`config.mk`:
```
export PLATFORM = sky130hd
export DESIGN_NAME = iida_ctrl
export DESIGN_NICKNAME = d
export VERILOG_FILES = /design/src/hw/rtl/iida_pkg.sv /design/src/hw/rtl/iida_ctrl.sv
export SDC_FILE = /design/constraint.sdc
export NUM_CORES = 1
export LEC_CHECK = 0
export ABC_AREA = 1
export BUFFER_PORTS_ARGS = -buffer_cell sky130_fd_sc_hd__buf_2
export CORE_MARGIN = 2
export CORE_UTILIZATION = 40
export DETAILED_ROUTE_END_ITERATION = 10
export PLACE_DENSITY = 0.81
export SLEW_MARGIN = 25
export SYNTH_ARGS = -nofsm -noshare
export SYNTH_HDL_FRONTEND = slang
export SYNTH_SLANG_ARGS = --single-unit
```
`constraint.sdc`:
```
create_clock -name i_clk -period 2.3 [get_ports i_clk]
set_input_delay 0.23 -clock i_clk [delete_from_list [all_inputs] [get_ports i_clk]]
set_output_delay 0.23 -clock i_clk [all_outputs]
set_load 0.02 [all_outputs]
```
`src/hw/rtl/iida_pkg.sv`:
```
// Shared types and constants for the interval id allocator.
package iida_pkg;

    // Identifier width and the largest identifier that can be handed out.
    localparam int ID_W = 16;
    localparam logic [ID_W-1:0] MAX_ID = 16'hFFFE;
    localparam int MAX_REGIONS_DEF = 16;
    localparam int STAT_W = 3;
    localparam int OP_W = 2;

    // Request operation codes.
    localparam logic [OP_W-1:0] OP_ALLOC   = 2'd0;
    localparam logic [OP_W-1:0] OP_RESERVE = 2'd1;
    localparam logic [OP_W-1:0] OP_RELEASE = 2'd2;

    // Result status codes.
    localparam logic [STAT_W-1:0] STAT_OK           = 3'd0;
    localparam logic [STAT_W-1:0] STAT_EXHAUSTED    = 3'd1;
    localparam logic [STAT_W-1:0] STAT_NOT_FREE     = 3'd2;
    localparam logic [STAT_W-1:0] STAT_ALREADY_FREE = 3'd3;
    localparam logic [STAT_W-1:0] STAT_TABLE_FULL   = 3'd4;
    localparam logic [STAT_W-1:0] STAT_INVALID      = 3'd5;

    // Controller states.
    typedef enum logic [1:0] {
        S_IDLE,
        S_EXEC,
        S_APPLY
    } t_state;

    // Update applied to the row of cells.
    typedef enum logic [3:0] {
        CMD_NONE,
        CMD_ALLOC,
        CMD_ALLOC_REM,
        CMD_RES_HEAD,
        CMD_RES_REM,
        CMD_RES_TAIL,
        CMD_RES_SPLIT,
        CMD_REL_BOTH,
        CMD_REL_LOW,
        CMD_REL_HIGH,
        CMD_REL_INS
    } t_cmd_kind;

    typedef struct packed {
        t_cmd_kind       kind;
        logic [ID_W-1:0] id;
    } t_cell_cmd;

    // What a cell shows its neighbors.
    typedef struct packed {
        logic [ID_W-1:0] start;
        logic [ID_W-1:0] len;
        logic            valid;
        logic            hit;
        logic            lt;
        logic            pass;
    } t_cell_link;

    // Compare results of one cell against the request id.
    typedef struct packed {
        logic hit;
        logic lt;
        logic head;
        logic head_rem;
        logic tail;
        logic low;
        logic high;
        logic one;
    } t_cell_flags;

    // Row-wide summary handed to the controller.
    typedef struct packed {
        logic            hit_any;
        logic            head_any;
        logic            head_rem_any;
        logic            tail_any;
        logic            low_any;
        logic            high_any;
        logic            full;
        logic            valid0;
        logic            one0;
        logic [ID_W-1:0] start0;
    } t_row_sum;

    localparam t_cell_link LINK_LEFT_EDGE = '{start: '0, len: '0, valid: 1'b0,
                                             hit: 1'b0, lt: 1'b1, pass: 1'b0};
    localparam t_cell_link LINK_RIGHT_EDGE = '{start: '0, len: '0, valid: 1'b0,
                                              hit: 1'b0, lt: 1'b0, pass: 1'b0};

endpackage

```
`src/hw/rtl/iida_ctrl.sv`:
```
// Request sequencer: takes a command, decides the row update and the result.
module iida_ctrl (
    input  logic                           i_clk,
    input  logic                           i_rst_n,
    input  logic                           start,
    input  logic [iida_pkg::OP_W-1:0]      i_op,
    input  logic [iida_pkg::ID_W-1:0]      i_req_id,
    input  iida_pkg::t_row_sum             i_sum,
    output logic                           busy,
    output logic                           o_done,
    output logic [iida_pkg::ID_W-1:0]      o_out_id,
    output logic [iida_pkg::STAT_W-1:0]    o_status,
    output iida_pkg::t_cell_cmd            o_cmd
);
    import iida_pkg::*;

    t_state          r_state, n_state;
    logic [OP_W-1:0] r_op;
    logic [ID_W-1:0] r_id;
    logic            w_accept;
    logic            w_bad;
    t_cmd_kind       w_kind;
    logic [STAT_W-1:0] w_status;

    assign w_accept = start && !busy;

    // State register and captured request.
    always_ff @(posedge i_clk) begin
        if (!i_rst_n) begin
            r_state <= S_IDLE;
        end else begin
            r_state <= n_state;
        end
    end

    always_ff @(posedge i_clk) begin
        if (w_accept) begin
            r_op <= i_op;
            r_id <= i_req_id;
        end
    end

    // Next state.
    always_comb begin
        n_state = r_state;
        unique case (r_state)
            S_IDLE:  if (start) n_state = S_EXEC;
            S_EXEC:  n_state = S_APPLY;
            S_APPLY: n_state = S_IDLE;
            default: n_state = S_IDLE;
        endcase
    end

    // Decide the update and the status from the registered compare results.
    always_comb begin
        w_bad    = (r_id == '0) || (r_id > MAX_ID);
        w_kind   = CMD_NONE;
        w_status = STAT_OK;
        if (r_op == OP_ALLOC) begin
            if (!i_sum.valid0) begin
                w_status = STAT_EXHAUSTED;
            end else begin
                w_kind = i_sum.one0 ? CMD_ALLOC_REM : CMD_ALLOC;
            end
        end else if (r_op != OP_RESERVE && r_op != OP_RELEASE || w_bad) begin
            w_status = STAT_INVALID;
        end else if (r_op == OP_RESERVE) begin
            priority if (!i_sum.hit_any) begin
                w_status = STAT_NOT_FREE;
            end else if (i_sum.head_rem_any) begin
                w_kind = CMD_RES_REM;
            end else if (i_sum.head_any) begin
                w_kind = CMD_RES_HEAD;
            end else if (i_sum.tail_any) begin
                w_kind = CMD_RES_TAIL;
            end else if (i_sum.full) begin
                w_status = STAT_TABLE_FULL;
            end else begin
                w_kind = CMD_RES_SPLIT;
            end
        end else begin
            priority if (i_sum.hit_any) begin
                w_status = STAT_ALREADY_FREE;
            end else if (i_sum.low_any && i_sum.high_any) begin
                w_kind = CMD_REL_BOTH;
            end else if (i_sum.low_any) begin
                w_kind = CMD_REL_LOW;
            end else if (i_sum.high_any) begin
                w_kind = CMD_REL_HIGH;
            end else if (i_sum.full) begin
                w_status = STAT_TABLE_FULL;
            end else begin
                w_kind = CMD_REL_INS;
            end
        end
    end

    // Outputs: the update fires and the result shows in the apply cycle.
    assign busy       = (r_state != S_IDLE);
    assign o_done     = (r_state == S_APPLY);
    assign o_cmd.kind = o_done ? w_kind : CMD_NONE;
    assign o_cmd.id   = r_id;
    assign o_status   = o_done ? w_status : STAT_OK;
    assign o_out_id   = (!o_done || w_status != STAT_OK) ? '0 :
                        (r_op == OP_ALLOC) ? i_sum.start0 : r_id;

`ifndef NO_ASSERTIONS
    a_accept_exec: assert property (@(posedge i_clk) disable iff (!i_rst_n)
        w_accept |=> (r_state == S_EXEC))
        else $error("accepted request did not enter execute");
    a_exec_done: assert property (@(posedge i_clk) disable iff (!i_rst_n)
        (r_state == S_EXEC) |=> o_done)
        else $error("result strobe missing after execute");
    a_err_zero: assert property (@(posedge i_clk) disable iff (!i_rst_n)
        (o_done && o_status != STAT_OK) |-> (o_out_id == '0))
        else $error("error result carries a nonzero id");
    a_no_update_on_err: assert property (@(posedge i_clk) disable iff (!i_rst_n)
        (o_done && o_status != STAT_OK) |-> (o_cmd.kind == CMD_NONE))
        else $error("table updated on an error");
`endif

endmodule

```
# --- Word level (Yosys, flattened, before mapping) ---
# Index checks and enable logic that the tools add are counted.
word_totals:
  wordCells: 57
  in_bits: 46
  reg_bits: 20
  output_inout_bits: 41
op_classes:
  mux: 34
  n_eq_ne: 6
  reduce_logical: 13
  magnitude_cmp: 1
ops:
  columns: ["op", "n"]
  rows:
  - ["3-bit two-way mux", 18]
  - ["4-bit two-way mux", 9]
  - ["16-bit two-way mux", 2]
  - ["16-bit greater-than comparator (second input constant)", 1]
  - ["16-bit zero test", 1]
  - ["2-bit two-way mux", 3]
  - ["2-bit by 1-bit equality test with 1-bit output (second input constant)", 2]
  - ["2-bit zero test", 2]
  - ["2-bit inequality test (second input constant)", 2]
  - ["2-bit one-hot mux with 2 select lines", 1]
  - ["1-bit logical AND", 3]
  - ["1-bit logical OR", 3]
  - ["3-bit nonzero test", 1]
  - ["2-bit equality test (second input constant)", 1]
  - ["1-bit zero test", 2]
  - ["2-bit by 1-bit inequality test with 1-bit output (second input constant)", 1]
  - ["2-bit nonzero test", 1]
  - ["1-bit two-way mux", 1]

# --- Depth between registers and ports, before layout ---
logic_depth:
  word_depth: 11
  depth_mapped: 11
  depth_no_buf: 10

# --- Least setup slack after synthesis ---
# No wires, ideal clock.
synth_timing:
  path_type: "reg-to-output"
  from: "register r_op[1]"
  to: "output port o_out_id[11] in the netlist's numbering"
  stages_incl_launch_ff: 11
  n_path_buf: 1
  slack_ps: 274
  t_arrival_ps: 1796
  path_cell_list: "edfxtp_1 inv_1 ha_1 inv_1 ha_1 or2_2 nor2_2 nor2_4 nand3_4 buf_6 nor2_2"
synth_between:
  elab_chain_cells: 8
synth_rtl:
  columns: ["item", "line", "text"]
  rows:
  - ["from (decl)", "iida_ctrl.sv:18", "logic [OP_W-1:0] r_op;"]
  - ["from (signal assigned)", "iida_ctrl.sv:38", "r_op <= i_op;"]
  - ["2-bit by 1-bit inequality test with 1-bit output / 2-bit inequality test (equally long branches)", "iida_ctrl.sv:65", "end else if (r_op != OP_RESERVE && r_op != OP_RELEASE || w_bad) begin"]
  - ["1-bit logical AND", "iida_ctrl.sv:65", null]
  - ["1-bit logical OR", "iida_ctrl.sv:65", null]
  - ["3-bit two-way mux", "iida_ctrl.sv:65", null]
  - ["3-bit two-way mux", "iida_ctrl.sv:59", "if (r_op == OP_ALLOC) begin"]
  - ["3-bit nonzero test", "iida_ctrl.sv:104", "assign o_out_id = (!o_done || w_status != STAT_OK) ? '0 :"]
  - ["1-bit logical OR", "iida_ctrl.sv:104", null]
  - ["16-bit two-way mux (*)", "iida_ctrl.sv:104", null]
  - ["to (decl)", "iida_ctrl.sv:11", "output logic [iida_pkg::ID_W-1:0] o_out_id,"]
# Every way passes the cells marked *; elsewhere a longest branch is shown, timed or not.

# --- Final worst setup path ---
layout_timing:
  from: "register r_op[1]"
  to: "output port o_out_id[1] in the netlist's numbering"
# Same word-level chain as after synthesis.

==> metrics.txt <==
# TYPE chip_impl_metric gauge
chip_impl_metric{name="reg2regPathDepth",unit=""} 4
chip_impl_metric{name="firstDrtPassIters",unit=""} 4
chip_impl_info{name="min_delay_startpoint",value="i_req_id[15]"} 1
chip_impl_metric{name="finalWorstPathRequiredPeriod",unit="ps"} 2317
chip_impl_metric{name="post_synth_fa_ha_maj_area_fraction",unit="%"} 2.710
chip_impl_metric{name="design_power_total",unit="mW"} 0.8728
chip_impl_metric{name="part_of_the_yosys_area_used_for_sequential_elements",unit="%"} 41.92
chip_impl_metric{name="hold_path_depth",unit=""} 1
chip_impl_metric{name="diodes",unit=""} 0
chip_impl_metric{name="layout.core_utilization",unit="%"} 64.34
chip_impl_metric{name="final.setup_skew",unit="ps"} 9.098
chip_impl_metric{name="dr.first_iter.drc_count",unit=""} 67
chip_impl_info{name="rsz0062_at_grt",value="yes"} 1
chip_impl_info{name="type_of_the_worst_setup_path",value="reg2out"} 1
chip_impl_metric{name="clk_pin_slew_worst_paths",unit="ps"} 100
chip_impl_metric{name="vdd_ir_drop_max",unit="V"} 0.0003580
chip_impl_metric{name="numClockSinks",unit=""} 20
chip_impl_info{name="topRoutingLayerUsed",value="met4"} 1
chip_impl_metric{name="share_seq_of_total_power",unit="%"} 51.2
chip_impl_metric{name="switchingPower",unit="mW"} 0.2675
chip_impl_metric{name="synth_compound_gate_area_share",unit="%"} 4.065
chip_impl_metric{name="detailed_place.area",unit="um^2"} 1882
chip_impl_metric{name="yosysWarningCount",unit=""} 0
chip_impl_info{name="cts_tree",value="yes"} 1
chip_impl_metric{name="io_buffer_count",unit=""} 86
chip_impl_metric{name="gr-usage-all-layers",unit="%"} 17.92
chip_impl_metric{name="parity_gate_share_of_the_synthesized_area_counting_xor_and_xnor_cells",unit="%"} 0
chip_impl_metric{name="clock_tree.htree_level_count",unit=""} 1
chip_impl_info{name="worstHoldPathType",value="in2reg"} 1
chip_impl_metric{name="tightestPinTransition",unit="ps"} 306.6
chip_impl_metric{name="maxSlewHeadroom",unit="%"} 78.98
chip_impl_metric{name="global_route_total_overflow",unit=""} 0
chip_impl_metric{name="pwr-share-clk",unit="%"} 18.5
chip_impl_metric{name="floorplan.initialDensity",unit="%"} 41.51
chip_impl_metric{name="setup-violations-final",unit=""} 2
chip_impl_metric{name="drt-met1-wl",unit="um"} 1621
chip_impl_metric{name="fmaxAchievable",unit="MHz"} 431.7
chip_impl_metric{name="ys_ff_latch",unit=""} 20
chip_impl_info{name="failed_checks",value="setup timing"} 1
chip_impl_metric{name="share_comb_of_total_power",unit="%"} 30.3
chip_impl_metric{name="netlist_area",unit="um^2"} 1385
chip_impl_metric{name="die_height",unit="um"} 62.85
chip_impl_metric{name="leakagePower",unit="nW"} 1.024
chip_impl_info{name="r2r_start",value="r_state[1]"} 1
chip_impl_metric{name="synth_cell_type_count",unit=""} 22
chip_impl_metric{name="dr_wl_met2",unit="um"} 1939
chip_impl_metric{name="vias_per_cell",unit=""} 4.687
chip_impl_metric{name="grt_first_pass_wirelength",unit="um"} 5706
chip_impl_metric{name="floorplan.io_pins",unit=""} 87
chip_impl_metric{name="reg2reg_setup_slack",unit="ps"} 1190
chip_impl_metric{name="switching_share_of_total_power",unit="%"} 30.65
chip_impl_metric{name="wirelength",unit="um"} 3787
chip_impl_metric{name="power.density_cell_area",unit="nW/um^2"} 406.5
chip_impl_metric{name="hold_viol",unit=""} 0
chip_impl_metric{name="p_int",unit="mW"} 0.6053
chip_impl_metric{name="critPathMaxFanout",unit=""} 8
chip_impl_metric{name="clk_latency",unit="ps"} 290
chip_impl_metric{name="routability_congestion_estimate_from_global_placement",unit=""} 0.9438
chip_impl_metric{name="syn_nets",unit=""} 217
chip_impl_metric{name="coreArea",unit="um^2"} 3337
chip_impl_metric{name="share_of_the_clock_period_used_by_the_worst_path_after_layout",unit="%"} 100.7
chip_impl_metric{name="detailedPlace.worstSlack",unit="ps"} 96.15
chip_impl_metric{name="fin_tns_setup",unit="ps"} -27.03
chip_impl_metric{name="cts.hold.buffers_added",unit=""} 0
chip_impl_info{name="combinational_family_with_the_most_area_after_synthesis",value="simple AND/OR/NAND/NOR gates"} 1
chip_impl_metric{name="drcViolationCount",unit=""} 0
chip_impl_metric{name="timing.critical_path.arrival",unit="ps"} 2090
chip_impl_info{name="element_type_at_the_critical_path_end",value="output port"} 1
chip_impl_metric{name="drtAntennaViolNets",unit=""} 0
chip_impl_metric{name="synth-simple-area-share",unit="%"} 31.98
chip_impl_metric{name="dieWidth",unit="um"} 62.85
chip_impl_info{name="worstReg2RegEnd",value="r_id[14]"} 1
chip_impl_metric{name="finalMaxSlewViolations",unit=""} 0
chip_impl_metric{name="worst_slack",unit="ps"} -16.65
chip_impl_metric{name="floorplan.rows",unit=""} 21
chip_impl_metric{name="fin_nets",unit=""} 317
chip_impl_metric{name="antenna_found_initial",unit=""} 0
chip_impl_metric{name="area_delta_synth_final",unit="%"} 55.01
chip_impl_metric{name="post_synth_mux_area_share",unit="%"} 11.56
chip_impl_metric{name="fp.dieArea",unit="um^2"} 3949
chip_impl_metric{name="met3WireLength",unit="um"} 161
chip_impl_metric{name="pin_count_of_the_biggest_net_entering_global_routing",unit=""} 19
chip_impl_info{name="run_status",value="complete, but fails checks"} 1
chip_impl_metric{name="avgSynthCellArea",unit="um^2"} 8.245
chip_impl_info{name="hold_path_end",value="r_id[15]"} 1
chip_impl_metric{name="cts-root-to-sink-buffers",unit=""} 2
chip_impl_metric{name="fin_area",unit="um^2"} 2147
chip_impl_metric{name="cts_buffers",unit=""} 3
chip_impl_metric{name="first_global_vias",unit=""} 1270
chip_impl_metric{name="required",unit="ps"} 2070
chip_impl_metric{name="synthesis.instances",unit=""} 168
chip_impl_metric{name="max_cap_violation_count",unit=""} 0
chip_impl_metric{name="routed_wire_length_per_instance",unit="um"} 12.10
chip_impl_info{name="timing.critical_path.from_type",value="flip-flop"} 1
chip_impl_info{name="root_buffer",value="sky130_fd_sc_hd__clkbuf_4"} 1
chip_impl_metric{name="route.vias.total",unit=""} 1467
chip_impl_metric{name="drive_gt1_share",unit="%"} 49.44
chip_impl_metric{name="hpwlAfterDp",unit="um"} 2766
## flip-flops by register name, indices dropped and copies added, names as in the netlist
name and count:
r_id 16, r_op 2, r_state 2
## routing by layer
layer | GRT usage (%) | vias up
met4 | 7.778 | 0
met5 | 0 | -
li1 | - | 751
met2 | 29.57 | 45
met1 | 23.52 | 665
met3 | 2.342 | 6
## logic make-up after synthesis
family	count (synthesis)
multiplexers	16
buffers and inverters	26
adder cells (fa/ha/maj)	3
AO/OA/AOI/OAI	10
AND/OR/NAND/NOR	93
flip-flops	20
## how the worst max path moves through the flow
| stage | start | endpoint | slack (ps) |
|---|---|---|---|
| final | r_op[1] | o_out_id[1] | -20 |
| after global routing | r_id[12] | o_out_id[1] | -150 |
| after CTS | r_op[1] | o_out_id[15] | 4 |
| after detailed placement | r_op[1] | o_out_id[15] | 100 |
| after global placement | r_op[1] | o_out_id[15] | 150 |
| after floorplan | r_op[1] | o_out_id[11] | 270 |
## placed cells by master (no fill, tap or decap), types with 3 or more instances in the layout
cell type	count
sky130_fd_sc_hd__nand4_1	3
sky130_fd_sc_hd__mux2i_1	16
sky130_fd_sc_hd__buf_6	7
sky130_fd_sc_hd__buf_2	70
sky130_fd_sc_hd__clkbuf_4	3
sky130_fd_sc_hd__a21oi_1	6
sky130_fd_sc_hd__inv_1	21
sky130_fd_sc_hd__ha_4	3
sky130_fd_sc_hd__nor2_4	9
sky130_fd_sc_hd__nand3_4	3
sky130_fd_sc_hd__nor2_2	11
sky130_fd_sc_hd__nand3_1	5
sky130_fd_sc_hd__edfxtp_1	18
sky130_fd_sc_hd__nand2_2	3
sky130_fd_sc_hd__buf_4	20
sky130_fd_sc_hd__nor2_1	26
sky130_fd_sc_hd__nor3_1	6
sky130_fd_sc_hd__nand2_1	27
## area by class of cell
| cell class | instances | area [um^2] |
|---|---|---|
| multi-input cells | 123 | 814.5 |
| well taps | 46 | 57.56 |
| inverters | 23 | 88.84 |
| fillers | 294 | 1190 |
| flip-flops and latches | 20 | 580.6 |
| repair buffers | 97 | 579.3 |
| clock buffers | 4 | 26.28 |
## power by group through the flow
stage | clock, mW | sequential [mW] | combinational, mW
final | 0.161 | 0.447 | 0.264
after global routing | 0.187 | 0.450 | 0.289
after CTS | 0.168 | 0.448 | 0.232
after floorplan | 0 | 0.471 | 0.113
after detailed placement | 0 | 0.456 | 0.218
after global placement | 0 | 0.455 | 0.215
## repair_timing
item / in CTS / in global routing
resized for setup: 10 / 38
pin swaps: 3 / 10
setup endpoints to repair: 16 / 16
endpoints found under the hold margin: 0 / 0
gates cloned: 1 / 0
buffers inserted: 0 / 7
## metrics by stage
step	std cells	hold slack, ps
after floorplan	168	328.9
after global placement	301	406.7
after detailed placement	301	408.1
after CTS	306	96.85
after global routing	313	85.03
final	313	105.9
## cells in the mapped netlist, drive strengths merged
| library cell | instances | share of area [%] |
|---|---|---|
| nand3 | 7 | 3.8 |
| or2 | 1 | 0.45 |
| nand4 | 3 | 1.4 |
| ha | 3 | 2.7 |
| o32ai | 1 | 0.63 |
| a21boi | 1 | 0.54 |
| nand2 | 30 | 8.3 |
| a21oi | 6 | 2.2 |
| buf | 3 | 1.5 |
| edfxtp | 18 | 39 |
| nor3 | 6 | 2.2 |
| o21ai | 2 | 0.72 |
| nor2 | 46 | 16 |
| mux2i | 16 | 12 |
| dfxtp | 2 | 2.9 |
| inv | 23 | 6.2 |
## critical path, stage by stage, from the launching register on
cell                       delay, ps
sky130_fd_sc_hd__edfxtp_1        380
sky130_fd_sc_hd__inv_2           100
sky130_fd_sc_hd__ha_4            160
sky130_fd_sc_hd__inv_4            40
sky130_fd_sc_hd__ha_4            250
sky130_fd_sc_hd__or2_4           120
sky130_fd_sc_hd__nor2_4           30
sky130_fd_sc_hd__nor2_4          170
sky130_fd_sc_hd__nand3_4         220
sky130_fd_sc_hd__nor2_2          160
sky130_fd_sc_hd__buf_4           160
(Power assumes the default switching activity.)
