--- config.mk ---
export PLATFORM = sky130hd
export DESIGN_NAME = iida_cell
export DESIGN_NICKNAME = d
export VERILOG_FILES = /design/src/hw/rtl/iida_pkg.sv /design/src/hw/rtl/iida_cell.sv
export SDC_FILE = /design/constraint.sdc
export NUM_CORES = 1
export LEC_CHECK = 0
export ABC_AREA = 1
export BUFFER_PORTS_ARGS = -buffer_cell sky130_fd_sc_hd__buf_2
export CORE_MARGIN = 10
export CORE_UTILIZATION = 45
export DETAILED_ROUTE_END_ITERATION = 10
export GPL_TIMING_DRIVEN = 0
export HOLD_SLACK_MARGIN = 0.06
export MAX_ROUTING_LAYER = met4
export SYNTH_ARGS = -nofsm -noshare
export SYNTH_HDL_FRONTEND = slang
export SYNTH_SLANG_ARGS = --single-unit
--- constraint.sdc ---
create_clock -name i_clk -period 3.85 [get_ports i_clk]
set_input_delay 0.5775 -clock i_clk [delete_from_list [all_inputs] [get_ports i_clk]]
set_output_delay 0.5775 -clock i_clk [all_outputs]
set_load 0.05 [all_outputs]
--- src/hw/rtl/iida_pkg.sv ---
// Shared types and constants for the interval id allocator.
package iida_pkg;

    // Identifier width and the largest identifier that can be handed out.
    localparam int ID_W = 16;
    localparam logic [ID_W-1:0] MAX_ID = 16'hFFFE;
    localparam int MAX_REGIONS_DEF = 16;
    localparam int STAT_W = 3;
    localparam int OP_W = 2;

    // Request operation codes.
    localparam logic [OP_W-1:0] OP_ALLOC   = 2'd0;
    localparam logic [OP_W-1:0] OP_RESERVE = 2'd1;
    localparam logic [OP_W-1:0] OP_RELEASE = 2'd2;

    // Result status codes.
    localparam logic [STAT_W-1:0] STAT_OK           = 3'd0;
    localparam logic [STAT_W-1:0] STAT_EXHAUSTED    = 3'd1;
    localparam logic [STAT_W-1:0] STAT_NOT_FREE     = 3'd2;
    localparam logic [STAT_W-1:0] STAT_ALREADY_FREE = 3'd3;
    localparam logic [STAT_W-1:0] STAT_TABLE_FULL   = 3'd4;
    localparam logic [STAT_W-1:0] STAT_INVALID      = 3'd5;

    // Controller states.
    typedef enum logic [1:0] {
        S_IDLE,
        S_EXEC,
        S_APPLY
    } t_state;

    // Update applied to the row of cells.
    typedef enum logic [3:0] {
        CMD_NONE,
        CMD_ALLOC,
        CMD_ALLOC_REM,
        CMD_RES_HEAD,
        CMD_RES_REM,
        CMD_RES_TAIL,
        CMD_RES_SPLIT,
        CMD_REL_BOTH,
        CMD_REL_LOW,
        CMD_REL_HIGH,
        CMD_REL_INS
    } t_cmd_kind;

    typedef struct packed {
        t_cmd_kind       kind;
        logic [ID_W-1:0] id;
    } t_cell_cmd;

    // What a cell shows its neighbors.
    typedef struct packed {
        logic [ID_W-1:0] start;
        logic [ID_W-1:0] len;
        logic            valid;
        logic            hit;
        logic            lt;
        logic            pass;
    } t_cell_link;

    // Compare results of one cell against the request id.
    typedef struct packed {
        logic hit;
        logic lt;
        logic head;
        logic head_rem;
        logic tail;
        logic low;
        logic high;
        logic one;
    } t_cell_flags;

    // Row-wide summary handed to the controller.
    typedef struct packed {
        logic            hit_any;
        logic            head_any;
        logic            head_rem_any;
        logic            tail_any;
        logic            low_any;
        logic            high_any;
        logic            full;
        logic            valid0;
        logic            one0;
        logic [ID_W-1:0] start0;
    } t_row_sum;

    localparam t_cell_link LINK_LEFT_EDGE = '{start: '0, len: '0, valid: 1'b0,
                                             hit: 1'b0, lt: 1'b1, pass: 1'b0};
    localparam t_cell_link LINK_RIGHT_EDGE = '{start: '0, len: '0, valid: 1'b0,
                                              hit: 1'b0, lt: 1'b0, pass: 1'b0};

endpackage

--- src/hw/rtl/iida_cell.sv ---
// One free-region cell: holds a start and length and shifts with its neighbors.
module iida_cell #(
    parameter bit IS_FIRST = 1'b0
) (
    input  logic                 i_clk,
    input  logic                 i_rst_n,
    input  iida_pkg::t_cell_cmd  i_cmd,
    input  iida_pkg::t_cell_link i_left,
    input  iida_pkg::t_cell_link i_right,
    output iida_pkg::t_cell_link o_link,
    output iida_pkg::t_cell_flags o_flags
);
    import iida_pkg::*;

    logic [ID_W-1:0] r_start, n_start;
    logic [ID_W-1:0] r_len, n_len;
    logic            r_valid, n_valid;
    t_cell_flags     r_f, n_f;
    logic [ID_W-1:0] w_last;
    logic [ID_W:0]   w_end;
    logic [ID_W:0]   w_id_p1;

    // Compare the stored region against the request id.
    always_comb begin
        w_last  = r_start + r_len - 1'b1;
        w_end   = {1'b0, r_start} + {1'b0, r_len};
        w_id_p1 = {1'b0, i_cmd.id} + 1'b1;
        n_f.hit      = r_valid && (r_start <= i_cmd.id) && (i_cmd.id <= w_last);
        n_f.lt       = r_valid && (r_start < i_cmd.id);
        n_f.head     = n_f.hit && (r_start == i_cmd.id);
        n_f.tail     = n_f.hit && (w_last == i_cmd.id);
        n_f.head_rem = n_f.head && n_f.tail;
        n_f.low      = r_valid && (w_end == {1'b0, i_cmd.id});
        n_f.high     = r_valid && ({1'b0, r_start} == w_id_p1);
        n_f.one      = r_len == {{(ID_W-1){1'b0}}, 1'b1};
    end

    // Next contents according to the broadcast update.
    always_comb begin
        n_start = r_start;
        n_len   = r_len;
        n_valid = r_valid;
        unique case (i_cmd.kind)
            CMD_NONE: begin
            end
            CMD_ALLOC: begin
                if (IS_FIRST) begin
                    n_start = r_start + 1'b1;
                    n_len   = r_len - 1'b1;
                end
            end
            CMD_ALLOC_REM: begin
                n_start = i_right.start;
                n_len   = i_right.len;
                n_valid = i_right.valid;
            end
            CMD_RES_HEAD: begin
                if (r_f.hit) begin
                    n_start = r_start + 1'b1;
                    n_len   = r_len - 1'b1;
                end
            end
            CMD_RES_REM: begin
                if (i_left.pass || r_f.hit) begin
                    n_start = i_right.start;
                    n_len   = i_right.len;
                    n_valid = i_right.valid;
                end
            end
            CMD_RES_TAIL: begin
                if (r_f.hit) begin
                    n_len = r_len - 1'b1;
                end
            end
            CMD_RES_SPLIT: begin
                if (r_f.hit) begin
                    n_len = i_cmd.id - r_start;
                end else if (i_left.hit) begin
                    n_start = i_cmd.id + 1'b1;
                    n_len   = i_left.start + i_left.len - i_cmd.id - 1'b1;
                    n_valid = 1'b1;
                end else if (i_left.pass) begin
                    n_start = i_left.start;
                    n_len   = i_left.len;
                    n_valid = i_left.valid;
                end
            end
            CMD_REL_BOTH: begin
                if (r_f.low) begin
                    n_len = r_len + 1'b1 + i_right.len;
                end else if (!r_f.lt) begin
                    n_start = i_right.start;
                    n_len   = i_right.len;
                    n_valid = i_right.valid;
                end
            end
            CMD_REL_LOW: begin
                if (r_f.low) begin
                    n_len = r_len + 1'b1;
                end
            end
            CMD_REL_HIGH: begin
                if (r_f.high) begin
                    n_start = r_start - 1'b1;
                    n_len   = r_len + 1'b1;
                end
            end
            CMD_REL_INS: begin
                if (!r_f.lt && i_left.lt) begin
                    n_start = i_cmd.id;
                    n_len   = {{(ID_W-1){1'b0}}, 1'b1};
                    n_valid = 1'b1;
                end else if (!i_left.lt) begin
                    n_start = i_left.start;
                    n_len   = i_left.len;
                    n_valid = i_left.valid;
                end
            end
            default: begin
            end
        endcase
    end

    // Region and flag registers.
    always_ff @(posedge i_clk) begin
        if (!i_rst_n) begin
            r_valid <= IS_FIRST;
            r_start <= IS_FIRST ? {{(ID_W-1){1'b0}}, 1'b1} : '0;
            r_len   <= IS_FIRST ? MAX_ID : '0;
            r_f     <= '0;
        end else begin
            r_valid <= n_valid;
            r_start <= n_start;
            r_len   <= n_len;
            r_f     <= n_f;
        end
    end

    assign o_link.start = r_start;
    assign o_link.len   = r_len;
    assign o_link.valid = r_valid;
    assign o_link.hit   = r_f.hit;
    assign o_link.lt    = r_f.lt;
    assign o_link.pass  = i_left.pass || r_f.hit;
    assign o_flags      = r_f;

endmodule

-- Yosys cells after proc, flatten, opt, wreduce, memory -nomap -nowiden
Cells that the tools add are included.
- output and inout port bits: 44
- word-level logic and storage cells: 104
- input bits: 94
- bits in registers: 41
- $lt $le $gt $ge: 3
- equal/unequal tests: 26
- muxes and demuxes: 32
- $add $sub $neg: 14
- reductions and logical operators: 18
- operators by type and width (cell ; count):
    $mux 16 ; 21
    $pmux 16 s8 ; 1
    $pmux 16 s7 ; 1
    $sub 16x1->16 const B ; 4
    $add 16x1->16 const B ; 3
    $add 16x16->16 ; 3
    $eq 16x16->1 ; 2
    $le 16x16->1 ; 2
    $sub 16x16->16 ; 2
    $add 16x1->17 const B ; 1
    $add 16x16->17 ; 1
    $eq 16x17->1 ; 1
    $eq 17x16->1 ; 1
    $eq 16x1->1 const B ; 1
    $eq 4x3->1 const B ; 4
    $lt 16x16->1 ; 1
    $ne 2x2->1 const B ; 7
    $eq 4x4->1 const B ; 3
    $logic_and 1x1->1 ; 9
    $ne 3x3->1 const B ; 3
    $reduce_and 9->1 ; 1
    $eq 4x2->1 const B ; 2
    $mux 1 ; 8
    $reduce_and 8->1 ; 1
    10 further kinds ; 10

-- Logic depth before layout (Yosys ltp)
Gate-level depths: netlist (run 1).
- depth after elaboration: 6
- depth in mapped cells: 23

-- Worst setup path before layout (run 1)
OpenSTA, ideal clock, no wires.
- path kind: register -> register
- from: register r_start[1]
- to: register r_f (netlist bit o_flags[3])
- data required time: 3764 ps
- library setup time: 86 ps
- cell stages (with the launch flop): 22
- slack: -11 ps
- clock period less this slack: 3861 ps
- arrival time: 3776 ps
- cell sequence: dfxtp_1 inv_1 ha_1 inv_1 ha_1 fa_1 a21oi_1 o21bai_1 nand2_1 o211ai_1 nand3_1 nand2_1 a31oi_1 xor2_1 ha_1 a21oi_1 o21ai_0 nor2_1 nand2_1 o21ai_0 nand2_1 a211oi_1
- longest elaborated chain between the ends: 5
- elaborated cells on any way between the ends: 8
- ends and longest elaborated chain (element ; RTL line ; source):
    from (decl) ; iida_cell.sv:15 ; logic [ID_W-1:0] r_start, n_start;
    from (signal assigned) ; iida_cell.sv:128 ; r_start <= IS_FIRST ? {{(ID_W-1){1'b0}}, 1'b1} : '0;
    from (signal assigned) ; iida_cell.sv:133 ; r_start <= n_start;
    $add 16x16->16 ; iida_cell.sv:25 ; w_last = r_start + r_len - 1'b1;
    $sub 16x1->16 ; iida_cell.sv:25 ;
    $le 16x16->1 ; iida_cell.sv:28 ; n_f.hit = r_valid && (r_start <= i_cmd.id) && (i_cmd.id <= w_last);
    $logic_and 1x1->1 ; iida_cell.sv:28 ;
    $logic_and 1x1->1 (*) ; iida_cell.sv:31 ; n_f.tail = n_f.hit && (w_last == i_cmd.id);
    to (signal assigned) ; iida_cell.sv:135 ; r_f <= n_f;
    to (decl) ; iida_cell.sv:18 ; t_cell_flags r_f, n_f;
Mark *: on every way between the ends. The rest lies on a longest branch, timed or not.
A chain may end at the register's enable or synchronous reset.

-- Final worst setup path (run 1)
- from: register r_start[4]
- to: register r_f (netlist bit o_flags[3])
The elaborated chain is that of the path after synthesis.

==> run metrics, run 1 <==
vias per inst=5.851; hold_buf cts=0; layout cells sized above 1=0.1634; Async SR Flop Fraction=0; Starting Density=0.4593; TritonCTS clock tree=done; initial antenna violation count=0; CP Max Fanout=7; fin util=0.5447; first-pass GRT wire length=71.86 mm; worst reg2reg setup slack=0.08 ns; grt ovf=0; Sw Share=0.5588; Yosys cell types=55; top cells by area, synth=ha_1, nand2_1, inv_1, a21oi_1, dfxtp_1; Die Wd=172.5 µm; part of the power in registers=0.143; Worst path top cell family by delay=simple AND/OR/NAND/NOR gates; cts bufs inserted=5; Setup Viol. Count Final=0; Gate Count Post-Synth=1,798; full die area=29,750 µm²; DR vias=13,364; 1st-iter DRT viols=1,509; Worst Path Arrival=4.00 ns; Hold WC Path Type=reg -> reg; sequential-to-total area share from yosys stat=0.07845; clk root buf=clkbuf_16; Routed Wire Length=50.03 mm; hold path depth=2; Post-Place Worst Slack=-1.206 ns; Final period util=0.9781; logic depth of the worst setup path including buffers=20; critical path type=reg -> reg; Slew @ Worst Pin=0.7346 ns; PD cells=333.5 nW/µm²; Worst Setup Slack, final=0.08418 ns; highest-delay cell along the critical path=dfxtp_2; Final HPWL DP=40.72 mm; CP Buf/Inv Count=4; FF-to-FF End=o_flags[3]$_SDFF_PN0_; area added between synthesis and finish=18.60%; Pins Over Slew Limit=0; H-Tree Depth=2; ys flop type=dfxtp_1; RR Startpoint=r_start[4]$_SDFFE_PN0P_; Final nets=2,209; critical path data required time=4.08 ns; antenna cells=0; Yosys reg bits=41; Yosys top cell area share=0.1483; clk buf depth=2; core area=22,780 µm²; Synth area leader=ha_1; vias in the first global route=12,167; Final min period=3.766 ns; Int Pwr=1.826 mW; Critical Path Start=r_start[4]$_SDFFE_PN0P_; CP peak stage delay=0.49 ns; Pre-antenna DRT Iters=8; Slew HR=0.5103; IO Pins=138; kind of end point of the critical path=register; status=finished, final reports clean; switching power=2.313 mW; DRT antenna net count=0; final hold vios=0; Worst R2R Path Depth=20; I/O Buffers=133; top-count cell post-synth=nand2_1; Top cell by count, worst path=inv_1; DR DRC count=0; clock skew=0.009932 ns; max-cap violations=0; Logic pwr share=0.744; Critical Path Source Type=register; Syn Nets=2,037; highest clock rate=265.5 MHz; drt wl/cell=21.90 µm; worst-path cell chain=inv_1 > ha_4 > inv_1 > ha_1 > inv_1 > nor3_1 > nand2_1 > o211ai_1 > nand3_1 > nand2_2 > a31oi_1 > xor2_1 > ha_1 > nand4_1 > nor2_4 > nand4_1 > buf_6 > o21ai_4 > nand2_4 > a211oi_2; Total Routing Usage GR=0.3294; maximum vdd drop=182.5 µV; number of flops mapped to enable cells by yosys=0; clock-pin slew on the worst setup and hold paths=0.07 ns; chip height=172.5 µm; Leakage Power=6.347 nW; end point of the critical path=o_flags[3]$_SDFF_PN0_; CTS Sinks=41; Cell Area, Synth=10,460 µm²; Worst-Skew Late Latency=0.31 ns; pin count of the biggest net entering global routing=16; Ys Warns=0; # rows=55; Syn Area/Cell=5.819 µm²; Post-synth top cells=nand2_1, inv_1, a21oi_1; clock power share=0.112; RePlAce Congestion=1.053
-- kinds of logic (layout without fill, tap and decap cells) --
logic type	after synthesis	count (layout)	synth area share
xor gates and xnor gates	74	74	0.06195
buffers and inverters	350	523	0.1306
DFF	41	41	0.07845
and+or+nand+nor	766	766	0.3170
adders and majority gates	145	145	0.1885
AOI/OAI and AO/OA	422	422	0.2235
-- layout by cell type (no fill, tap or decap), drive strengths merged, types with 21 or more instances in the layout --
| cell | n |
|---|---|
| nand4 | 30 |
| nand2 | 370 |
| clkbuf | 31 |
| o21ai | 131 |
| ha | 124 |
| xor2 | 50 |
| dfxtp | 41 |
| xnor2 | 24 |
| fa | 21 |
| nand3 | 152 |
| nor3 | 26 |
| nor2 | 166 |
| inv | 290 |
| a21oi | 206 |
| buf | 183 |
-- power groups by stage --
stage / Clock, mW / Sequential, mW / Combinational, mW
floorplan: 0 / 0.657 / 1.81
global placement: 0 / 0.582 / 2.64
detailed placement: 0 / 0.584 / 2.67
CTS: 0.456 / 0.574 / 2.80
global route: 0.474 / 0.589 / 3.37
finish: 0.465 / 0.593 / 3.08
-- metal layers --
layer  routed length (µm)  up-vias  GRT usage
met5                    0        -          -
met4                 1600        0    0.09258
met3                 4887      113    0.03808
met2                22380      722     0.5232
met1                21160     6200     0.4326
li1                     -     6329          -
-- cell type report --
class                           instances  area, µm²
Tap cell                              313      391.6
Timing Repair Buffer                  166      920.9
Multi-Input combinational cell       1407       8592
Fill cell                            2430      10370
Sequential cell                        41      908.4
Clock buffer                            5      125.1
Buffer                                 43      245.2
Inverter                              306       1207
Clock inverter                          3      17.52
-- worst register-to-register path, cell delays in order (launching register included) --
cell      delay, ns
dfxtp_2        0.49
inv_1          0.22
ha_4           0.34
inv_1          0.08
ha_1           0.30
inv_1          0.09
nor3_1         0.17
nand2_1        0.07
o211ai_1       0.12
nand3_1        0.14
nand2_2        0.10
a31oi_1        0.10
xor2_1         0.17
ha_1           0.28
nand4_1        0.16
nor2_4         0.20
nand4_1        0.12
buf_6          0.16
o21ai_4        0.10
nand2_4        0.11
a211oi_2       0.16
-- metrics by stage --
stage                     instance area [µm²]  instances  total power [mW]  hold WS, ns   TNS, ns
after floorplan                         10460       1798             2.471       0.4290         0
after global placement                  11520       2244             3.220       0.4579    -4.665
after detailed placement                11520       2244             3.251       0.4738    -4.622
after CTS                               11930       2260             3.831       0.4874         0
after global routing                    12410       2284             4.435       0.5361  -0.09197
final                                   12410       2284             4.138       0.5063         0
-- flip-flops by register name (all words and copies together), names as in the netlist --
register and cells:
r_len 16, r_start 16, o_flags 8, r_valid 1
-- worst min path at each step --
| stage | startpoint | end |
|---|---|---|
| after detailed placement | r_valid$_SDFFE_PN0P_ | o_flags[4]$_SDFF_PN0_ |
| after CTS | r_valid$_SDFFE_PN0P_ | o_flags[4]$_SDFF_PN0_ |
| after global placement | r_valid$_SDFFE_PN0P_ | o_flags[4]$_SDFF_PN0_ |
| after global routing | r_valid$_SDFFE_PN0P_ | o_flags[4]$_SDFF_PN0_ |
| after floorplan | r_valid$_SDFFE_PN0P_ | o_flags[4]$_SDFF_PN0_ |
| final | r_valid$_SDFFE_PN0P_ | o_flags[4]$_SDFF_PN0_ |
-- what timing repair did --
action	4_1_cts	5_1_grt
endpoints found under the hold margin	0	0
pin swaps	5	20
endpoints found under the setup margin	4	4
cloned	0	0
setup buffers	8	25
gates resized for setup	58	74
Note: power is estimated with default switching activity, not from simulation.
==> run 2: changes to the inputs <==
CORE_ASPECT_RATIO = 1.4   (was not set)
SLEW_MARGIN = 20   (was not set)
==> run 2 against run 1 <==
Compared with the run above: design area fell by 0.54%; die area rose by 0.29%; final cell count fell by 0.61%; non-clock buffer count fell by 7; hold slack improved by 0.044 ns; sequential share of layout area fell by 0.062 points; critical path depth fell by 4; routed wire length fell by 1.3%; power fell by 1.1%; combinational power barely moved; register-to-register slack barely moved; clock skew fell by 0.0044 ns; critical path type unchanged.
==> run metrics, run 2 (synthesis results as in run 1) <==
status=finished, final reports clean; hold slack final=0.5505 ns (+0.04418 ns); Pre-antenna DRT Iters=5 (-3); FF-to-FF End=o_flags[3]$_SDFF_PN0_; Worst R2R Path Depth=16 (-20%); drt wl/cell=21.75 µm (-0.71%); grt ovf=0 (unchanged); most common cell after layout, fill and taps aside=nand2_1; DR vias=12,949 (-3.1%); final hold vios=0 (unchanged); Post-Place Worst Slack=-0.8051 ns (+0.4010 ns); Leakage Power=6.329 nW (-0.30%); max-cap violations=0 (unchanged); kind of end point of the critical path=register; I/O Buffers=133 (unchanged); layout cells sized above 1=0.1589 (-0.004509); TritonCTS clock tree=done; DRT antenna net count=0 (unchanged); pin count of the biggest net entering global routing=16 (unchanged); Final period util=0.9769 (-0.001197); core area=23,040 µm² (+1.1%); worst reg2reg setup slack=0.09 ns (about the same); Final HPWL DP=41.32 mm (+1.5%); PD cells=331.6 nW/µm² (-0.57%); Die Wd=148.9 µm (-14%); first-pass GRT wire length=73.23 mm (+1.9%); Worst Setup Slack, final=0.08879 ns (+0.004610 ns); RSZ-0062 raised after global routing=true; RePlAce Congestion=1.072 (+1.8%); Worst-Skew Late Latency=0.31 ns (about the same); Worst Path Arrival=3.97 ns (-0.03 ns); Slew @ Worst Pin=0.8877 ns (+0.1531 ns); CTS Sinks=41 (unchanged); Total Routing Usage GR=0.3259 (-0.003433); initial antenna violation count=0 (unchanged); clk root buf=clkbuf_16; chip height=200.4 µm (+16%); Pins Over Slew Limit=0 (unchanged); Inst Count DP=2,237 (-0.31%); Worst Hold Path EP=o_flags[4]$_SDFF_PN0_; Slew HR=0.3929 (-0.1174); Critical Path Source Type=register; Tot Pwr=4.092 mW (-1.1%); fin cells=2,270 (-0.61%); antenna cells=0 (unchanged); Final min period=3.761 ns (-0.004610 ns); critical path data required time=4.06 ns (-0.02 ns); clock-pin slew on the worst setup and hold paths=0.06 ns (about the same); area added between synthesis and finish=17.96%; full die area=29,840 µm² (+0.29%); 1st-iter DRT viols=1,078 (-29%); CP Max Fanout=7 (unchanged); highest-delay cell along the critical path=dfxtp_2; clock skew=0.005503 ns (-0.004429 ns); cts bufs inserted=5 (unchanged); CP peak stage delay=0.47 ns (-0.02 ns); commonest non-fill, non-tap cells in the layout=nand2_1, inv_1, a21oi_1; worst-path cell chain=inv_1 > ha_4 > inv_1 > ha_1 > inv_1 > o21bai_2 > a21oi_1 > o21bai_1 > a31oi_2 > xor2_1 > ha_1 > nand4_1 > nor2_2 > nand4_1 > buf_4 > a211oi_4; maximum vdd drop=340.1 µV (+86%); layout filler cell count=2,493 (+2.6%); DR DRC count=0 (unchanged); Hold WC Path Type=reg -> reg; # rows=66 (+20%); vias per inst=5.704 (-2.5%); HP Start=r_valid$_SDFFE_PN0P_; IO Pins=138 (unchanged); vias in the first global route=12,685 (+4.3%); Routed Wire Length=49.37 mm (-1.3%); RR Startpoint=r_start[4]$_SDFFE_PN0P_; critical path type=reg -> reg; Starting Density=0.4541 (-0.005213); hold path depth=2 (unchanged); Top cell by count, worst path=inv_1; Final nets=2,202 (-0.32%); clk buf depth=2 (unchanged); highest clock rate=265.9 MHz (+0.12%); hold_buf cts=0 (unchanged); H-Tree Depth=2 (unchanged); Setup Viol. Count Final=0 (unchanged)
[run 2: worst max-delay path, delay by kind of cell (launching register included)]
family / cells / cell delay [ns]
xor gates and xnor gates: 1 / 0.18
DFF: 1 / 0.47
AOI/OAI and AO/OA: 5 / 0.94
adders and majority gates: 3 / 0.99
and+or+nand+nor: 3 / 0.54
buffers and inverters: 4 / 0.54
[run 2: report_power, final]
| part | internal [mW] | switching (mW) | total (mW) |
|---|---|---|---|
| logic | 1.11 | 1.96 | 3.07 |
| registers | 0.472 | 0.111 | 0.582 |
| clock network | 0.242 | 0.197 | 0.440 |
[run 2: worst max-delay path by stage]
stage                                        from                    end  slack, ns  depth (start not counted)
after floorplan             r_len[1]$_SDFFE_PN0P_  o_flags[3]$_SDFF_PN0_       0.05                         21
after global placement    r_start[1]$_SDFFE_PN0P_  o_flags[3]$_SDFF_PN0_      -0.74                         18
after detailed placement    r_len[2]$_SDFFE_PN0P_  o_flags[3]$_SDFF_PN0_      -0.81                         18
after CTS                 r_start[1]$_SDFFE_PN0P_  o_flags[3]$_SDFF_PN0_       0.01                         21
after global routing      r_start[1]$_SDFFE_PN0P_  o_flags[3]$_SDFF_PN0_      -0.03                         21
final                     r_start[4]$_SDFFE_PN0P_  o_flags[3]$_SDFF_PN0_       0.09                         16
[run 2: layout make-up]
cell class                      count  area [µm²]  share of cell area
Multi-Input combinational cell   1407        8636              0.6997
Sequential cell                    41       895.9             0.07259
Timing Repair Buffer              159       860.8             0.06975
Clock buffer                        8       136.4             0.01105
Inverter                          306        1192             0.09661
Tap cell                          306       382.9             0.03102
Buffer                             43       237.7             0.01926
[run 2: routing by layer]
layer | vias up | part of all wire | global-route usage
met4 | 0 | 0.082 | 0.2277
met5 | - | 0 | -
li1 | 6282 | - | -
met3 | 168 | 0.066 | 0.03677
met2 | 617 | 0.46 | 0.5147
met1 | 5882 | 0.40 | 0.3772
[run 2: timing repair]
item / in CTS / in global routing
gates resized for setup: 75 / 46
pin swaps: 11 / 21
setup endpoints to repair: 4 / 4
buffers inserted: 8 / 18
[run 2: per-stage QoR]
| stage | cell area, µm² | TNS [ns] | util |
|---|---|---|---|
| after global routing | 12340 | -0.05412 | 0.5357 |
| final | 12340 | 0 | 0.5357 |
| after detailed placement | 11510 | -2.354 | 0.4997 |
| after global placement | 11510 | -2.112 | 0.4997 |
| after floorplan | 10460 | 0 | - |
| after CTS | 11960 | 0 | 0.5193 |
==> run 3: changes to the inputs <==
ABC_AREA = not set   (was 1)
==> run 3 against run 2 <==
Compared with the run above: the flow now finishes with violations (setup timing); final cell count down 18%; count of clock-buffer cells in the layout shrank 3; critical path depth grew 3; setup slack got worse by 0.29 ns; synthesized cell count is 22% lower; design area decreased by 6.7%; largest cell class unchanged; largest power group unchanged.
==> run metrics, run 3 <==
Synth area leader=ha_1; TritonCTS clock tree=done; CP Max Fanout=3 (-4); Final min period=4.053 ns (+0.2923 ns); DRT antenna net count=0 (unchanged); Tot Pwr=3.808 mW (-6.9%); CTS Sinks=41 (unchanged); DR DRC count=0 (unchanged); full die area=28,560 µm² (-4.3%); CP peak stage delay=0.37 ns (-0.10 ns); vias per inst=6.170 (+8.2%); Die Wd=145.7 µm (-2.1%); failing checks=setup timing; status=complete, but fails checks; grt ovf=0 (unchanged); Yosys top cell area share=0.1558 (+0.007548); 1st-iter DRT viols=704 (-35%); highest-delay cell along the critical path=dfxtp_4; clk root buf=clkbuf_16; WL met2=22.25 mm (-1.5%); Critical Path Source Type=register; drt wl/cell=24.27 µm (+12%); top cells by area, synth=ha_1, dfxtp_1, xnor2_1, inv_1, a21oi_1; Slew @ Worst Pin=1.088 ns (+0.1999 ns); Syn Area/Cell=7.066 µm² (+21%); Worst-Skew Late Latency=0.32 ns (about the same); worst reg2reg setup slack=-0.20 ns (-0.29 ns); Worst Path Arrival=4.26 ns (+0.29 ns); Worst Setup Slack, final=-0.2035 ns (-0.2923 ns); Async SR Flop Fraction=0 (unchanged); Leakage Power=5.040 nW (-20%); vias in the first global route=11,640 (-8.2%); commonest non-fill, non-tap cells in the layout=buf_2, inv_1, ha_1; met3 wire len=2.206 mm (-32%); antenna cells=0 (unchanged); number of flops mapped to enable cells by yosys=0 (unchanged); top layer in use=met4; DR vias=11,463 (-11%); RePlAce Congestion=1.042 (-2.8%); worst-path cell chain=clkinvlp_4 > ha_4 > inv_2 > ha_4 > fa_2 > a21oi_2 > nor2_1 > nor2_2 > o21bai_1 > a31o_2 > a211oi_4 > nor3_1 > nand3b_1 > ha_4 > nand4_1 > buf_6 > or3_4 > a21oi_4 > nor3_1; hold slack final=0.5643 ns (+0.01379 ns); Worst R2R Path Depth=19 (+3); Final period util=1.053 (+0.07591); RSZ-0062 raised after global routing=true; logic depth of the worst setup path including buffers=19 (+3); met1 WL=17.37 mm (-11%); clock skew=0.006770 ns (+0.001267 ns); Cell Area, Synth=9956 µm² (-4.8%); PD cells=330.6 nW/µm² (-0.31%); end point of the critical path=o_flags[5]$_SDFF_PN0_; H-Tree Depth=2 (unchanged); highest clock rate=246.7 MHz (-7.2%); Worst path top cell family by delay=adder cells; IO Pins=138 (unchanged); FF-to-FF End=o_flags[5]$_SDFF_PN0_; ys flop type=dfxtp_1; layout cells sized above 1=0.1570 (-0.001909); top-count cell post-synth=inv_1; chip height=196.0 µm (-2.2%); critical path type=reg -> reg; Yosys cell types=78 (+42%); maximum vdd drop=183.5 µV (-46%); # rows=64 (-3.0%); max-cap violations=0 (unchanged); Pins Over Slew Limit=0 (unchanged); Routed Wire Length=45.09 mm (-8.7%); Final nets=1,799 (-18%); Starting Density=0.4554 (+0.001303); Total Routing Usage GR=0.3138 (-0.01216); Hold WC Path Type=in -> reg; Critical Path Start=r_len[1]$_SDFFE_PN0P_; Yosys reg bits=41 (unchanged); pin count of the biggest net entering global routing=18 (+2); Pre-antenna DRT Iters=5 (unchanged); Post-synth top cells=inv_1, ha_1, nor2_1; Final HPWL DP=37.72 mm (-8.7%); Top cell by count, worst path=ha_4; RR Startpoint=r_len[1]$_SDFFE_PN0P_; core area=21,860 µm² (-5.1%); critical path data required time=4.05 ns (about the same); CP Buf/Inv Count=3 (-1); cts bufs inserted=5 (unchanged); I/O Buffers=132 (-0.75%); hold_buf cts=0 (unchanged); sequential-to-total area share from yosys stat=0.08244 (+0.003993); clock-pin slew on the worst setup and hold paths=0.07 ns (about the same); Syn Nets=1,648 (-19%); Slew HR=0.2722 (-0.1207); Ys Warns=0 (unchanged); first-pass GRT wire length=67.66 mm (-7.6%); most common cell after layout, fill and taps aside=buf_2; Gate Count Post-Synth=1,409 (-22%); final hold vios=0 (unchanged); Setup Viol. Count Final=4 (+4); kind of end point of the critical path=register; clk buf depth=2 (unchanged); area added between synthesis and finish=15.71%; initial antenna violation count=0 (unchanged)
==> run 3: cell families (layout without fill, tap and decap cells) <==
group / after synthesis / count (layout) / share of synthesized area
muxes: 13 / 13 / 0.01307
AOI/OAI and AO/OA: 462 / 462 / 0.3084
adders and majority gates: 145 / 145 / 0.1981
buffers and inverters: 204 / 356 / 0.07930
xor gates and xnor gates: 124 / 124 / 0.1091
DFF: 41 / 41 / 0.08244
and+or+nand+nor: 420 / 420 / 0.2096
==> run 3: final cells by class <==
class / instances / area, µm²
well taps: 297 / 371.6
plain buffers: 57 / 247.7
multi-input cells: 1164 / 8553
repair buffers: 151 / 807.0
clock buffers: 5 / 125.1
inverters: 140 / 541.8
fillers: 2357 / 10340
flip-flops and latches: 41 / 857.1
clock inverters: 3 / 16.27
==> run 3: repair_timing <==
item                                    CTS  global route
resized for setup                        39            15
buffers inserted                         17             2
endpoints found under the setup margin   14             9
pin swaps                                20            18
==> run 3: how the worst min path moves through the flow <==
stage / slack, ns / endpoint / depth (start not counted) / from
6_report: 0.56 / r_len[0]$_SDFFE_PN0P_ / 3 / i_right[4]
5_1_grt: 0.59 / r_len[5]$_SDFFE_PN0P_ / 2 / r_len[5]$_SDFFE_PN0P_
4_1_cts: 0.56 / r_len[0]$_SDFFE_PN0P_ / 3 / i_right[4]
3_5_place_dp: 0.60 / r_start[1]$_SDFFE_PN0P_ / 2 / r_start[1]$_SDFFE_PN0P_
3_3_place_gp: 0.60 / r_start[2]$_SDFFE_PN0P_ / 1 / r_start[2]$_SDFFE_PN0P_
2_1_floorplan: 0.47 / o_flags[4]$_SDFF_PN0_ / 2 / r_valid$_SDFFE_PN0P_
==> run 3: power by group <==
group	switching, mW	leakage [nW]	internal, mW
registers	0.0856	0.344	0.464
logic	1.67	4.62	1.11
clock network	0.240	0.0739	0.240
total	2.00	5.04	1.81
==> run 3: worst reg2reg max path: stages (launching register included) <==
cell        delay (ns)
dfxtp_4           0.37
clkinvlp_4        0.13
ha_4              0.29
inv_2             0.04
ha_4              0.16
fa_2              0.34
a21oi_2           0.14
nor2_1            0.07
nor2_2            0.13
o21bai_1          0.10
a31o_2            0.31
a211oi_4          0.34
nor3_1            0.07
nand3b_1          0.23
ha_4              0.31
nand4_1           0.08
buf_6             0.15
or3_4             0.38
a21oi_4           0.22
nor3_1            0.08
==> run 3: layer usage <==
layer	track usage	up-vias
met5	-	-
met4	0.1997	0
met3	0.03363	129
met2	0.5501	457
met1	0.3312	5427
li1	-	5450
==> run 3: metrics by stage <==
| stage | instances | worst slack, ns | TNS, ns | utilization | area (µm²) |
|---|---|---|---|---|---|
| after floorplan | 1409 | 0.01208 | 0 | - | 10020 |
| after global placement | 1838 | -1.271 | -10.92 | 0.5054 | 11050 |
| after detailed placement | 1838 | -1.288 | -10.98 | 0.5054 | 11050 |
| after CTS | 1858 | -0.1256 | -0.2695 | 0.5236 | 11450 |
| after global routing | 1858 | -0.3518 | -1.134 | 0.5270 | 11520 |
| final | 1858 | -0.2035 | -0.4716 | 0.5270 | 11520 |
